`config.mk`:
```
export PLATFORM = sky130hd
export DESIGN_NAME = hts_ctrl
export DESIGN_NICKNAME = d
export VERILOG_FILES = /design/src/design/hts_pkg.sv /design/src/design/hts_ctrl.sv
export SDC_FILE = /design/constraint.sdc
export NUM_CORES = 1
export LEC_CHECK = 0
export BUFFER_PORTS_ARGS = -buffer_cell sky130_fd_sc_hd__buf_2
export CAP_MARGIN = 0
export CORE_AREA = 3 3 40 42
export CTS_BUF_LIST = sky130_fd_sc_hd__clkbuf_4
export DETAILED_ROUTE_END_ITERATION = 16
export DIE_AREA = 0 0 43 45
export MAX_ROUTING_LAYER = met4
export PLACE_DENSITY = 0.65
export SLEW_MARGIN = 20
export SYNTH_ARGS = -nofsm -noshare
export SYNTH_HDL_FRONTEND = slang
export SYNTH_SLANG_ARGS = --single-unit
```
`constraint.sdc`:
```
create_clock -name clk -period 1.7 [get_ports clk]
set_input_delay 0 -clock clk [delete_from_list [all_inputs] [get_ports clk]]
set_output_delay 0 -clock clk [all_outputs]
set_load 0.05 [all_outputs]
```
`src/design/hts_pkg.sv`:
```
// Shared types and constants of the Huffman tree stream decoder.
// No dependencies; hts_ctrl, hts_datapath and the top level refer to it by scoped names.
package hts_pkg;

	// Longest code that an insert item may carry.
	localparam int MAX_CODE_BITS = 32;

	typedef enum logic [1:0] {
		FUNC_CLEAR  = 2'd0,
		FUNC_INSERT = 2'd1,
		FUNC_DATA   = 2'd2
	} func_t;

	typedef enum logic [1:0] {
		ST_OK       = 2'd0,
		ST_FULL     = 2'd1,
		ST_CONFLICT = 2'd2,
		ST_MISSING  = 2'd3
	} status_t;

	typedef enum logic [1:0] {
		INS_DONE  = 2'd0,
		INS_READ  = 2'd1,
		INS_ALLOC = 2'd2
	} ins_out_t;

	typedef struct packed {
		logic [7:0] symbol;
		logic       has_symbol;
		logic       last;
		logic       finished;
		status_t    status;
	} res_t;

	typedef struct packed {
		logic accept;
		logic ins_step;
		logic ins_load;
		logic ins_zero;
		logic walk;
		logic fin;
	} ctl_cmd_t;

	typedef struct packed {
		func_t    func;
		logic     len_bad;
		ins_out_t ins_outcome;
		logic     walk_end;
		logic     out_free;
	} dp_status_t;

endpackage

```
`src/design/hts_ctrl.sv`:
```
// Sequencer of the decoder: accepts items and steps the datapath.
// Depends on hts_pkg for the command and status structs.
module hts_ctrl (
	input  logic                clk,
	input  logic                arst_n,
	input  logic                in_valid,
	output logic                in_ready,
	input  hts_pkg::dp_status_t st,
	output hts_pkg::ctl_cmd_t   cmd
);
	typedef enum logic [5:0] {
		S_IDLE     = 6'b000001,
		S_INS_STEP = 6'b000010,
		S_INS_READ = 6'b000100,
		S_INS_ZERO = 6'b001000,
		S_WALK     = 6'b010000,
		S_FIN      = 6'b100000
	} state_t;

	state_t state_q, state_d;

	assign in_ready = (state_q == S_IDLE);

	always_comb begin
		cmd.accept   = in_valid && (state_q == S_IDLE);
		cmd.ins_step = (state_q == S_INS_STEP);
		cmd.ins_load = (state_q == S_INS_READ);
		cmd.ins_zero = (state_q == S_INS_ZERO);
		cmd.walk     = (state_q == S_WALK);
		cmd.fin      = (state_q == S_FIN) || ((state_q == S_WALK) && st.walk_end);
	end

	always_comb begin
		state_d = state_q;
		unique case (state_q)
			S_IDLE: begin
				if (in_valid) begin
					unique case (st.func)
						hts_pkg::FUNC_INSERT: state_d = st.len_bad ? S_FIN : S_INS_STEP;
						hts_pkg::FUNC_DATA:   state_d = S_WALK;
						default:              state_d = S_FIN;
					endcase
				end
			end
			S_INS_STEP: begin
				unique case (st.ins_outcome)
					hts_pkg::INS_READ:  state_d = S_INS_READ;
					hts_pkg::INS_ALLOC: state_d = S_INS_ZERO;
					default:            state_d = S_FIN;
				endcase
			end
			S_INS_READ: state_d = S_INS_STEP;
			S_INS_ZERO: state_d = S_INS_STEP;
			S_WALK: begin
				if (st.walk_end && st.out_free) begin
					state_d = S_IDLE;
				end
			end
			S_FIN: begin
				if (st.out_free) begin
					state_d = S_IDLE;
				end
			end
			default: state_d = S_IDLE;
		endcase
	end

	always_ff @(posedge clk or negedge arst_n) begin
		if (!arst_n) begin
			state_q <= S_IDLE;
		end else begin
			state_q <= state_d;
		end
	end
endmodule

```
==> results.md <==
- Worst reg2reg setup slack: 0.10 ns
- Die height: 45 um
- CP max-delay cell: or4_4
- Routed Antenna Nets: 0
- Leakage: 0.324 nW
- Layout cells sized above 1: 45.7%
- Root buf cell: clkbuf_4
- Final wirelength: 900 um
- Worst path required time: 1.70 ns
- Final setup viols: 0
- Fmax achieved: 0.609 GHz
- Largest regs: state_q x6
- Syn nets: 64
- Placed cell areas: 578 sq um
- Reg clk slew, reported paths: 0.05 ns
- PwrDens: 1430 mW/mm^2
- Fin. max-slew vios: 0
- # DRC: 0
- Largest Register: state_q
- Max FO, Critical Path: 6
- Fin util: 50.5%
- GRT Total Usage: 11.1%
- Outcome: complete, no violations
- Worst Hold Margin: 0.00745 ns
- Design area: 649 sq um
- Final cell count without fillers: 85
- Final net count: 86
- First-pass GRT wire length: 1.59 mm
- Flops & latches, synth: 6
- Clock skew: 0.0110 ns
- Area contributors post-synth: dfrtp_1, ha_1, nand2b_1
- Reg-to-reg startpoint: state_q[3]
- Synth cell types: 25
- Reg2Reg Depth: 4
- Crit start category: flip-flop
- Pre-CTS setup slack: 0.104 ns
- Pre-antenna DRT Iters: 1
- Initial antenna violation count: 0
- Crit Path Category: flip-flop to primary output
- Die Width: 43 um
- Longest Clk Path Bufs: 2
- Arrival time at the worst endpoint: 1.64 ns
- DP HPWL: 762 um
- TNS Setup: 0 ns
- Cells after Synth: 49
- Area growth syn-to-layout: 36.6%
- Wire per inst: 10.6 um
- Min cycle time layout: 1.64 ns
- RD Place Congestion: 0.751
- Initial Util: 37.0%
- Num CTS Buffers: 3
- Largest register FFs: 6
- Largest net degree at the start of global routing: 7
- Yosys warning total: 0
- Worst hold path type: primary input to flip-flop
- Worst setup margin: 0.0584 ns
- Clk sink count: 6
- Port buffer count: 16
- Vias in the first global route: 423
- Grt total ovfl: 0
- Syn Std Cell Area: 475 sq um
- Via total after detailed routing: 434
- Proportion of netlist area held by the largest area contributor: 26.3%
- Period utilization: 96.6%
- Core area: 0.00128 sq mm
- CTS tree: built
- Hold EP: state_q[0]
- ANT cells: 0
- Peak VDD IR: 0.751 mV
- WHS Path Cells: 2
- Relative slew slack: 83.4%
- Crit path cell chain: or4_4 > nor3b_2 > buf_6
- Hold violation count in the final report: 0
- RR Endpoint: state_q[4]
- Fillers: 125
- Syn avg cell area: 9.70 sq um
- Site Rows: 13
- Slew @ Worst Pin: 0.251 ns
- Vias/cell: 5.11
- PnR Total Power: 0.926 mW
- Full die area: 0.00194 sq mm
- Cell Count Post-Placement: 80
- H-tree levels: 1
- Post-synthesis sequential area ratio: 31.8%
- Nature of the critical path endpoint: primary output
- Biggest area consumer among synthesized cells: dfrtp_1
- CP max stage delay: 0.56 ns
- Worst-Skew Late Latency: 0.25 ns
- First DRT Iteration DRCs: 0
- RSZ-0062 raised after global routing: no
- Maxcap violations: 0
- Setup Fix Bufs, Post-CTS: 0
- I/O Pins: 17
- HP Start: in_valid
==> layout by cell type (no fill, tap or decap), types with 2 or more instances in the layout <==
cell type / n
and2_1: 3
buf_2: 13
clkbuf_4: 5
dfrtp_1: 4
ha_1: 5
inv_1: 4
nand2b_1: 5
nor2_1: 3
nor3b_2: 2
o21a_1: 2
o22ai_1: 2
or4_4: 2
==> critical path: cells and delay by family, from the launching register on <==
kind / cells / cell delay, ns
buf+inv: 1 / 0.18
flops: 1 / 0.43
simple gates: 2 / 0.78
==> cell usage after synthesis <==
library cell and number:
nor3_1 1, nand3b_1 1, and2_1 3, nand2_1 1, xor2_1 1, nor2_1 3, or3_1 1, a21o_4 1
nand3_1 1, dfstp_2 1, inv_1 5, o22a_2 1, and4b_1 1, nor3b_1 2, a21oi_1 2, ha_1 5
a32o_1 1, nand2b_1 5, dfrtp_1 5, or4_1 1, or3b_1 1, o22ai_4 1, o22ai_1 2, or4_4 1
o21a_1 2
==> cell type report <==
type | count | area (sq um) | area share (%)
sequential | 6 | 153 | 23.5
multi-input combinational | 38 | 328 | 50.5
clock buffer | 4 | 30.0 | 4.62
tap | 15 | 18.8 | 2.89
timing repair buffer | 17 | 101 | 15.6
inverter | 5 | 18.8 | 2.89
==> power by group <==
group / internal, mW / switching, mW / total, mW
Combinational: 0.217 / 0.324 / 0.541
Clock: 0.105 / 0.0537 / 0.159
Sequential: 0.187 / 0.0398 / 0.227
==> kinds of logic after synthesis <==
logic type      after synthesis  share of synthesized area [%]
buf+inv                       5                           3.95
simple gates                 22                           29.7
flops                         6                           31.8
xor+xnor                      1                           1.84
fa+ha+maj                     5                           13.2
compound gates               10                           19.5
==> metal layers <==
| metal | GRT usage [%] | up-vias | routed length (um) |
|---|---|---|---|
| li1 | - | 218 | - |
| met1 | 13.1 | 201 | 361 |
| met2 | 18.3 | 15 | 458 |
| met3 | 1.99 | 0 | 80 |
| met4 | 5.42 | 0 | 0 |
| met5 | - | - | 0 |
==> worst max-delay path by stage <==
stage	start	end	slack, ns	cells past startpoint
final	state_q[4]	cmd[3]	0.06	3
after global routing	state_q[4]	cmd[3]	0.003	3
after CTS	state_q[4]	cmd[2]	0.0001	3
after detailed placement	state_q[3]	state_q[4]	0.10	4
after global placement	state_q[3]	state_q[5]	0.13	4
after floorplan	state_q[4]	cmd[3]	-0.44	2
==> repair_timing <==
| action | CTS | global route |
|---|---|---|
| resized for setup | 3 | 7 |
| endpoints found under the hold margin | 6 | 0 |
| hold buffers | 1 | 0 |
| endpoints found under the setup margin | 2 | 3 |
| pin swaps | 0 | 0 |
| gates cloned | 0 | 0 |
No activity file was read; power rests on OpenSTA's default activity.
